[config.mk]
export PLATFORM = sky130hd
export DESIGN_NAME = dvd_sector_descramble_edc_check
export DESIGN_NICKNAME = d
export VERILOG_FILES = /design/src/rtl/core/dsde_pkg.sv /design/src/rtl/core/dsde_sector.sv /design/src/rtl/core/dsde_out_reg.sv /design/src/rtl/core/dvd_sector_descramble_edc_check.sv
export SDC_FILE = /design/constraint.sdc
export NUM_CORES = 1
export LEC_CHECK = 0
export ABC_AREA = 1
export ABC_CLOCK_PERIOD_IN_PS = 9550
export BUFFER_PORTS_ARGS = -buffer_cell sky130_fd_sc_hd__buf_2
export CAP_MARGIN = 40
export CORE_MARGIN = 5
export CORE_UTILIZATION = 55
export DETAILED_ROUTE_END_ITERATION = 6
export PLACE_DENSITY = 0.79
export SLEW_MARGIN = 10
export SYNTH_ARGS = -nofsm -noshare
export SYNTH_HDL_FRONTEND = slang
export SYNTH_SLANG_ARGS = --single-unit
export TNS_END_PERCENT = 10
[constraint.sdc]
create_clock -name clk -period 9.55 [get_ports clk]
set_input_delay 1.4325 -clock clk [delete_from_list [all_inputs] [get_ports clk]]
set_output_delay 1.4325 -clock clk [all_outputs]
set_load 0.05 [all_outputs]
[src/rtl/core/dsde_pkg.sv]
// Package for the DVD sector descrambler and EDC checker.
// Holds the transaction structs, the sector layout constants and the byte-wide
// scrambler and EDC step functions. No dependencies.
package dsde_pkg;

	localparam int RAW_SECTOR_BYTES = 2064;
	localparam int EDC_SPAN_BYTES   = 2060;
	localparam int PAYLOAD_BYTES    = 2048;
	localparam int SCRAMBLE_FIRST   = 12;
	localparam int PAYLOAD_FIRST    = 6;

	localparam int POS_W  = 12;
	localparam int IDX_W  = 11;
	localparam int LFSR_W = 15;
	localparam int EDC_W  = 32;

	localparam logic [EDC_W-1:0] EDC_POLY = 32'h8000_0011;
	localparam logic [EDC_W-1:0] EDC_INIT = 32'h0000_0000;

	localparam logic [POS_W-1:0] POS_SCR_FIRST = POS_W'(SCRAMBLE_FIRST);
	localparam logic [POS_W-1:0] POS_EDC_END   = POS_W'(EDC_SPAN_BYTES);
	localparam logic [POS_W-1:0] POS_PAY_FIRST = POS_W'(PAYLOAD_FIRST);
	localparam logic [POS_W-1:0] POS_PAY_END   = POS_W'(PAYLOAD_FIRST + PAYLOAD_BYTES);
	localparam logic [POS_W-1:0] POS_LAST      = POS_W'(RAW_SECTOR_BYTES - 1);
	localparam logic [POS_W-1:0] POS_END       = POS_W'(RAW_SECTOR_BYTES);

	typedef struct packed {
		logic [7:0]        raw_byte;
		logic              sector_start;
		logic [LFSR_W-1:0] seed;
	} raw_in_t;

	typedef struct packed {
		logic [7:0]       out_byte;
		logic [IDX_W-1:0] byte_index;
		logic             verdict_item;
		logic             edc_ok;
	} res_t;

	typedef struct packed {
		logic [7:0]        key;
		logic [LFSR_W-1:0] lfsr;
	} scr_t;

	// eight LFSR ticks, key byte MSB first
	function automatic scr_t scramble_byte(input logic [LFSR_W-1:0] s);
		scr_t r;
		logic [LFSR_W-1:0] st;
		logic [7:0] k;
		logic top;
		st = s;
		k = '0;
		for (int i = 0; i < 8; i++) begin
			top = st[14];
			st = {st[13:0], top ^ st[10]};
			k = {k[6:0], top};
		end
		r.key = k;
		r.lfsr = st;
		return r;
	endfunction

	function automatic logic [EDC_W-1:0] edc_byte(input logic [EDC_W-1:0] crc,
			input logic [7:0] b);
		logic [EDC_W-1:0] c;
		c = crc ^ {b, 24'h0};
		for (int i = 0; i < 8; i++) begin
			if (c[31]) begin
				c = {c[30:0], 1'b0} ^ EDC_POLY;
			end else begin
				c = {c[30:0], 1'b0};
			end
		end
		return c;
	endfunction

endpackage

[src/rtl/core/dsde_sector.sv]
// Per-sector state (LFSR, EDC accumulator, position, stored EDC bytes) and the
// one-byte descramble / EDC / result logic. Depends on dsde_pkg.
module dsde_sector (
	input  logic              clk,
	input  logic              arst_n,
	input  logic              advance,
	input  dsde_pkg::raw_in_t item,
	output logic              hit,
	output dsde_pkg::res_t    res
);

	logic [dsde_pkg::POS_W-1:0]  pos_q;
	logic [dsde_pkg::LFSR_W-1:0] lfsr_q;
	logic [dsde_pkg::EDC_W-1:0]  crc_q;
	logic [23:0]                 sedc_q;

	logic [dsde_pkg::POS_W-1:0]  pos;
	logic [dsde_pkg::LFSR_W-1:0] lfsr_cur;
	logic [dsde_pkg::EDC_W-1:0]  crc_cur;
	logic [dsde_pkg::EDC_W-1:0]  crc_nx;
	logic [23:0]                 sedc_cur;
	dsde_pkg::scr_t              scr;
	logic [7:0]                  b;
	logic                        live, in_scr, in_edc, is_last, payload;

	always_comb begin
		pos      = item.sector_start ? '0 : pos_q;
		lfsr_cur = item.sector_start ? item.seed : lfsr_q;
		crc_cur  = item.sector_start ? dsde_pkg::EDC_INIT : crc_q;
		sedc_cur = item.sector_start ? '0 : sedc_q;

		live    = pos < dsde_pkg::POS_END;
		in_scr  = (pos >= dsde_pkg::POS_SCR_FIRST) && (pos < dsde_pkg::POS_EDC_END);
		in_edc  = pos < dsde_pkg::POS_EDC_END;
		is_last = pos == dsde_pkg::POS_LAST;
		payload = (pos >= dsde_pkg::POS_PAY_FIRST) && (pos < dsde_pkg::POS_PAY_END);

		scr    = dsde_pkg::scramble_byte(lfsr_cur);
		b      = in_scr ? (item.raw_byte ^ scr.key) : item.raw_byte;
		crc_nx = dsde_pkg::edc_byte(crc_cur, b);

		hit = live && (payload || is_last);
		if (payload) begin
			res.out_byte     = b;
			res.byte_index   = dsde_pkg::IDX_W'(pos - dsde_pkg::POS_PAY_FIRST);
			res.verdict_item = 1'b0;
			res.edc_ok       = 1'b0;
		end else begin
			res.out_byte     = '0;
			res.byte_index   = '0;
			res.verdict_item = 1'b1;
			res.edc_ok       = ({sedc_cur, b} == crc_cur);
		end
	end

	// past the sector end nothing moves until the next start flag
	always_ff @(posedge clk or negedge arst_n) begin
		if (!arst_n) begin
			pos_q  <= '0;
			lfsr_q <= '0;
			crc_q  <= '0;
			sedc_q <= '0;
		end else if (advance && live) begin
			pos_q  <= pos + dsde_pkg::POS_W'(1);
			lfsr_q <= in_scr ? scr.lfsr : lfsr_cur;
			crc_q  <= in_edc ? crc_nx : crc_cur;
			sedc_q <= (!in_edc && !is_last) ? {sedc_cur[15:0], b} : sedc_cur;
		end
	end

endmodule

[src/rtl/core/dsde_out_reg.sv]
// Result register of the descrambler: holds one result transaction while the
// receiver stalls and reports whether it can take the next one. Uses dsde_pkg.
module dsde_out_reg (
	input  logic           clk,
	input  logic           arst_n,
	input  logic           load,
	input  logic           hit,
	input  dsde_pkg::res_t res,
	input  logic           res_stall,
	output logic           res_valid,
	output dsde_pkg::res_t res_data,
	output logic           ready
);

	logic           valid_q;
	dsde_pkg::res_t data_q;

	assign ready     = !valid_q || !res_stall;
	assign res_valid = valid_q;
	assign res_data  = data_q;

	always_ff @(posedge clk or negedge arst_n) begin
		if (!arst_n) begin
			valid_q <= 1'b0;
		end else if (ready) begin
			valid_q <= load && hit;
		end
	end

	always_ff @(posedge clk) begin
		if (ready && load && hit) begin
			data_q <= res;
		end
	end

endmodule

[src/rtl/core/dvd_sector_descramble_edc_check.sv]
// DVD sector descrambler with EDC check.
// Input channel raw_valid / raw_stall / raw carries one raw sector byte per
// transaction; sector_start marks byte 0 and the seed is sampled with it.
// Output channel res_valid / res_stall / res_data carries the 2048 descrambled
// payload bytes (raw bytes 6 to 2053, byte_index 0 to 2047), then one verdict
// transaction at raw byte 2063 with edc_ok set if the 32-bit EDC CRC over bytes 0 to
// 2059 matches the stored EDC. Other bytes give no result; bytes after 2063
// are dropped until the next sector_start.
// Path: a byte is held in two registers on its way to a result: the accepting
// edge fills the input register, and from there it passes into the result
// register. Throughput: one byte per cycle while res_stall is low; the LFSR and
// CRC byte steps are combinational logic between the two registers.
// Stall: while res_stall holds a pending result, the input register can still
// fill, then raw_stall rises; nothing is lost.
// Reset: arst_n clears both registers' valid flags and the sector state, which
// behaves as a sector begun with seed zero if no start flag arrives.
module dvd_sector_descramble_edc_check (
	input  logic              clk,
	input  logic              arst_n,
	input  logic              raw_valid,
	output logic              raw_stall,
	input  dsde_pkg::raw_in_t raw,
	output logic              res_valid,
	input  logic              res_stall,
	output dsde_pkg::res_t    res_data
);

	logic              valid_s1;
	dsde_pkg::raw_in_t item_s1;
	logic              ready, advance, hit;
	dsde_pkg::res_t    res;

	assign advance   = valid_s1 && ready;
	assign raw_stall = valid_s1 && !ready;

	always_ff @(posedge clk or negedge arst_n) begin
		if (!arst_n) begin
			valid_s1 <= 1'b0;
		end else if (raw_valid && !raw_stall) begin
			valid_s1 <= 1'b1;
		end else if (advance) begin
			valid_s1 <= 1'b0;
		end
	end

	always_ff @(posedge clk) begin
		if (raw_valid && !raw_stall) begin
			item_s1 <= raw;
		end
	end

	dsde_sector u_sector (
		.clk     (clk),
		.arst_n  (arst_n),
		.advance (advance),
		.item    (item_s1),
		.hit     (hit),
		.res     (res)
	);

	dsde_out_reg u_out (
		.clk       (clk),
		.arst_n    (arst_n),
		.load      (advance),
		.hit       (hit),
		.res       (res),
		.res_stall (res_stall),
		.res_valid (res_valid),
		.res_data  (res_data),
		.ready     (ready)
	);

endmodule

## Word-level counts from Yosys, hierarchy flattened

Index checks and enable logic that the tools add are counted.

| operators by class | value |
|---|---|
| order comparisons | 5 |
| bitwise logic cells | 18 |
| reductions and logical operators | 20 |
| $add $sub $neg | 2 |
| mux-type cells | 19 |
| eq/ne operators | 2 |

Operator list:

| cell | count |
|---|---|
| 32-bit two-way mux | 10 |
| 24-bit two-way mux | 2 |
| 12-bit < comparator (second input constant) | 3 |
| 32-bit == test | 1 |
| 32-bit XOR | 1 |
| 15-bit two-way mux | 2 |
| 3-bit inverter | 8 |
| 12-bit by 1-bit adder with 12-bit output (second input constant) | 1 |
| 12-bit == test (second input constant) | 1 |
| 12-bit by 3-bit >= comparator with 1-bit output (second input constant) | 1 |
| 12-bit by 4-bit >= comparator with 1-bit output (second input constant) | 1 |
| 12-bit two-way mux | 1 |
| 1-bit logical AND | 11 |
| 11-bit by 3-bit subtractor with 11-bit output (second input constant) | 1 |
| 8-bit two-way mux | 1 |
| 1-bit XOR | 8 |
| 8-bit XOR | 1 |
| 1-bit logical NOT | 6 |
| 1-bit logical OR | 2 |
| 1-bit two-way mux | 2 |
| 2-bit two-way mux | 1 |
| 2-bit nonzero test | 1 |

| word-level totals | value |
|---|---|
| output and inout bits | 23 |
| register bits | 130 |
| logic and storage cells | 79 |
| bits of input ports | 28 |

## Logic depth before layout (Yosys ltp)

| depth | value |
|---|---|
| depth after elaboration | 22 |
| depth in mapped cells | 25 |

## Cells and area by module

From an unflattened synthesis, not the netlist that was laid out.

| second synthesis, totals | value |
|---|---|
| cell total of the unflattened synthesis | 900 |
| area total of the unflattened synthesis | 7,467.2 um^2 |

Modules (own cells, without submodules):

| module | times used | cells an instance | area an instance (um^2) |
|---|---|---|---|
| dsde_sector | 1 | 840 | 6,002.0 |
| dvd_sector_descramble_edc_check | 1 | 33 | 785.8 |
| dsde_out_reg | 1 | 27 | 679.4 |

## Worst setup path before layout

No wires, ideal clock.

| timing path | value |
|---|---|
| path type | flip-flop to flip-flop |
| from | register item_s1[15] (netlist bit) |
| to | register u_out.data_q, in the netlist u_out.res_data[0], enable pin |
| clock period less this slack | 3.782 ns |
| data required time | 9.151 ns |
| setup time | 0.399 ns |
| buffers on the path | 4 |
| data arrival time | 3.384 ns |
| cell stages (with the launch flop) | 15 |
| setup slack | 5.768 ns |
| path through | edfxtp_1 inv_2 buf_6 buf_2 clkbuf_1 clkbuf_1 nand2_1 inv_1 ha_1 inv_1 nor4_1 a211oi_1 nor3_1 a21oi_1 nor2_1 |

| between the ends | value |
|---|---|
| cells in the longest elaborated chain, start to end | 6 |

RTL lines:

| what | line | RTL |
|---|---|---|
| from (decl) | dvd_sector_descramble_edc_check.sv:29 | `dsde_pkg::raw_in_t item_s1;` |
| from (signal assigned) | dvd_sector_descramble_edc_check.sv:48 | `item_s1 <= raw;` |
| 12-bit two-way mux * | dsde_sector.sv:27 | `pos = item.sector_start ? '0 : pos_q;` |
| 12-bit by 3-bit >= comparator with 1-bit output or 12-bit < comparator (tied branches) | dsde_sector.sv:36 | `payload = (pos >= dsde_pkg::POS_PAY_FIRST) && (pos < dsde_pkg::POS_PAY_END);` |
| 1-bit logical AND | dsde_sector.sv:36 |  |
| 1-bit logical OR | dsde_sector.sv:42 | `hit = live && (payload \|\| is_last);` |
| 1-bit logical AND * | dsde_sector.sv:42 |  |
| 1-bit logical AND * | dsde_out_reg.sv:31 | `if (ready && load && hit) begin` |
| to (signal assigned) | dsde_out_reg.sv:32 | `data_q <= res;` |
| to (decl) | dsde_out_reg.sv:16 | `dsde_pkg::res_t data_q;` |

Every way passes the cells marked *; elsewhere a longest branch is shown, timed or not.
A chain may end at the register's enable or synchronous reset.

## Worst setup path after layout

| timing path | value |
|---|---|
| from | register item_s1[15] (netlist bit) |
| to | register u_sector.crc_q[0] (netlist bit) |

| between the ends | value |
|---|---|
| cells in the longest elaborated chain, start to end | 15 |

RTL lines:

| what | line | RTL |
|---|---|---|
| 12-bit two-way mux | dsde_sector.sv:27 |  |
| 12-bit by 4-bit >= comparator with 1-bit output or 12-bit < comparator (tied branches) | dsde_sector.sv:33, dsde_sector.sv:34 |  |
| 1-bit logical AND | dsde_sector.sv:33 | `in_scr = (pos >= dsde_pkg::POS_SCR_FIRST) && (pos < dsde_pkg::POS_EDC_END);` |
| 8-bit two-way mux | dsde_sector.sv:39 | `b = in_scr ? (item.raw_byte ^ scr.key) : item.raw_byte;` |
| 32-bit XOR | dsde_pkg.sv:66 | `c = crc ^ {b, 24'h0};` |
| 32-bit two-way mux or 3-bit inverter (tied branches) (6 in a row) | n/a |  |
| 3-bit inverter (no source line) or 32-bit two-way mux (tied branches) | n/a |  |
| 32-bit two-way mux (2 in a row) | dsde_pkg.sv:68 | `if (c[31]) begin` |
| 32-bit two-way mux | dsde_sector.sv:66 | `crc_q <= in_edc ? crc_nx : crc_cur;` |
| to (signal assigned) | dsde_sector.sv:66 |  |
| to (decl) | dsde_sector.sv:14 | `logic [dsde_pkg::EDC_W-1:0] crc_q;` |

Several ways; a longest one is shown, not always the timed one.

==> results.cfg <==
[cells_and_area]
regArea_um2 = 3480
layout.cells.most_common = nand2_1
nets = 973
final_util_pct = 63.1
antenna_cells = 0
layout_common_cells = 151 x nand2_1, 111 x inv_1, 110 x o21ai_0, 87 x nor2_1, 85 x dfrtp_1
fill_cells = 1154
multi_input_area_um2 = 3250
area_growth_pct = 13.1
drive_above_1_share_pct = 15.0

[placed_design]
place_ws_ns = 5.42
dp_hpwl_um = 12700
io_buffers = 50
gp_congestion = 0.975

[floorplan]
start_util_pct = 55.8
rows = 42
chipHeight_um = 125
pin_count = 51
fp.coreArea_um2 = 13100
die_w_um = 125
dieArea_um2 = 15700

[routing]
routed_wl_um = 18100
post-route-drc-count = 0
drt-initial-drc-count = 702
dr_total_vias = 6354
via_per_inst = 5.62
dr.pass1.iters = 5
routedWlPerCell_um = 16.0
ant_nets = 0

[logic_synthesis]
synth_edf_count = 45
synth-main-ff-cell = dfrtp_1
async_flop_share_pct = 65.4
yosys_warnings = 0
netlist_area_um2 = 7330
ys_seq_area_share_pct = 47.4
synth_fp_nets = 938
synth_cell_type_count = 45
yosys_register_bits = 130
synthCells = 907
syn-mean-instance-area_um2 = 8.09

[job]
cap_violations = 0

[sta]
setup_viol = 0
relSlewSlack_pct = 43.4
rsz0062_at_grt = false
period_needed_ns = 4.20
finalWorstSetupSlack_ns = 5.35
tightestPinTransition_ns = 0.843
final.setup_skew_ns = 0.00859
tns_ns = 0
hold_viol = 0
period_share_pct = 44.0
max_freq_ghz = 0.238
final_max_slew_viol_count = 0

[clocking]
root_buffer = clkbuf_16
cts_tree = yes
ctsLongestPathBuffers = 2
cts_resized = 0
cts_buffers = 17
clk_pin_slew_ns = 0.06
cts_hold_buf = 0
clkLatencyLatePin_ns = 0.42
cts_sinks = 130
post_cts_buffers = 0
cts_htree_levels = 4

[grt]
grt-ovfl-total = 0
grt.total_usage_pct = 23.7
grt_max_degree = 70
grt_pass1_wl_um = 29800
antenna_found_initial = 0
grt_pass1_vias = 5846

[setup_path]
cp-start-kind = flip-flop
arrival_ns = 4.48
crit_type = reg -> reg
r2r_end = u_sector.crc_q[0]
end_kind = flip-flop
reg2regPathDepth = 25
worstPathRequired_ns = 9.83
reg2reg_slack_ns = 5.35
r2r_start = item_s1[15]
cp_max_fo = 52

[worst_hold_path]
hold_end = u_sector.sedc_q[21]
worstHoldStart = u_sector.sedc_q[21]
hp-class = reg -> reg
min_path_cells = 2

[power_and_ir_drop]
peakVddDrop_mv = 0.123
powerDensity_nw_per_um2 = 203
total_leakage_power_uw = 0.00378

[outcome]
status = complete, no violations
metal layers:
metal	GRT usage [%]	share of wire [%]	up-vias
li1	-	-	3128
met1	33.6	44	2909
met2	35.3	45	274
met3	5.71	8.5	43
met4	9.18	2.5	0
met5	0	0	-
through the flow:
step                instance area (um^2)  hold slack (ns)  total power, uW  std cells
floorplan                           7330            0.444              961        907
global placement                    7690            0.460             1050       1097
detailed placement                  7720            0.466             1060       1099
CTS                                 8290            0.481             1680       1131
global route                        8290            0.496             1770       1131
finish                              8290            0.476             1690       1131
registers in the layout, indices dropped and copies added (netlist names):
name,cells
item_s1,24
u_out.res_data,21
u_out.res_valid,1
u_sector.crc_q,32
u_sector.lfsr_q,15
u_sector.pos_q,12
u_sector.sedc_q,24
valid_s1,1
Yosys cell counts (6+ instances only):
library cell | number | area, um^2
or2_2 | 7 | 43.8
o22a_1 | 9 | 78.8
clkbuf_1 | 33 | 124
inv_1 | 112 | 420
nor2_1 | 88 | 330
xor2_1 | 14 | 123
nand2_1 | 152 | 571
nand3_2 | 7 | 70.1
nor4_1 | 8 | 50.1
o21ai_0 | 110 | 551
a21oi_1 | 67 | 335
edfxtp_1 | 45 | 1350
o211ai_1 | 12 | 90.1
dfrtp_1 | 85 | 2130
o22ai_1 | 23 | 144
nor3_1 | 6 | 30.0
nand3_1 | 41 | 205
nand2_2 | 21 | 131
kinds of logic (layout without fill, tap and decap cells):
logic type,Yosys count,in the layout,synth area share [%]
buf+inv,160,208,8.39
xor+xnor,22,22,2.93
flops,130,130,47.4
mux,3,3,0.409
compound gates,240,240,18.4
fa+ha+maj,3,3,0.512
simple gates,349,349,21.9
worst max path at each step:
| stage | start | end | slack, ns |
|---|---|---|---|
| finish | item_s1[15] | u_sector.crc_q[0] | 5.35 |
| global route | item_s1[15] | u_sector.crc_q[5] | 4.93 |
| CTS | item_s1[15] | u_sector.crc_q[0] | 5.38 |
| detailed placement | item_s1[15] | u_sector.crc_q[0] | 5.42 |
| global placement | item_s1[15] | u_sector.crc_q[0] | 5.13 |
| floorplan | item_s1[15] | u_out.res_data[0] | 5.77 |
where the power goes:
group / internal [uW] / switching (uW)
Clock: 389 / 236
Combinational: 119 / 248
Sequential: 654 / 39.0
critical path, cell delays in order, from the launching register on:
cell	delay, ns
edfxtp_1	0.32
buf_4	0.50
inv_2	0.25
buf_12	0.26
nand2_1	0.18
nand3_1	0.11
nand2_1	0.09
nand2_1	0.06
inv_2	0.12
nand3_4	0.28
inv_2	0.28
nand3_1	0.09
nand2_1	0.14
inv_2	0.09
nand2_1	0.06
nand2_1	0.09
inv_1	0.10
nand3_2	0.12
nand2_2	0.12
nand2_2	0.06
nand3_2	0.09
nand2_2	0.08
nand2_1	0.13
nand3_1	0.13
a21oi_1	0.20
o22ai_1	0.09
layout make-up:
type	instances	share of cell area [%]
Clock inverter	10	1.37
Sequential cell	130	41.9
Multi-Input combinational cell	617	39.2
Inverter	118	5.34
Clock buffer	22	5.48
Tap cell	176	2.66
Timing Repair Buffer	58	4.01
No activity file was read; power rests on OpenSTA's default activity.
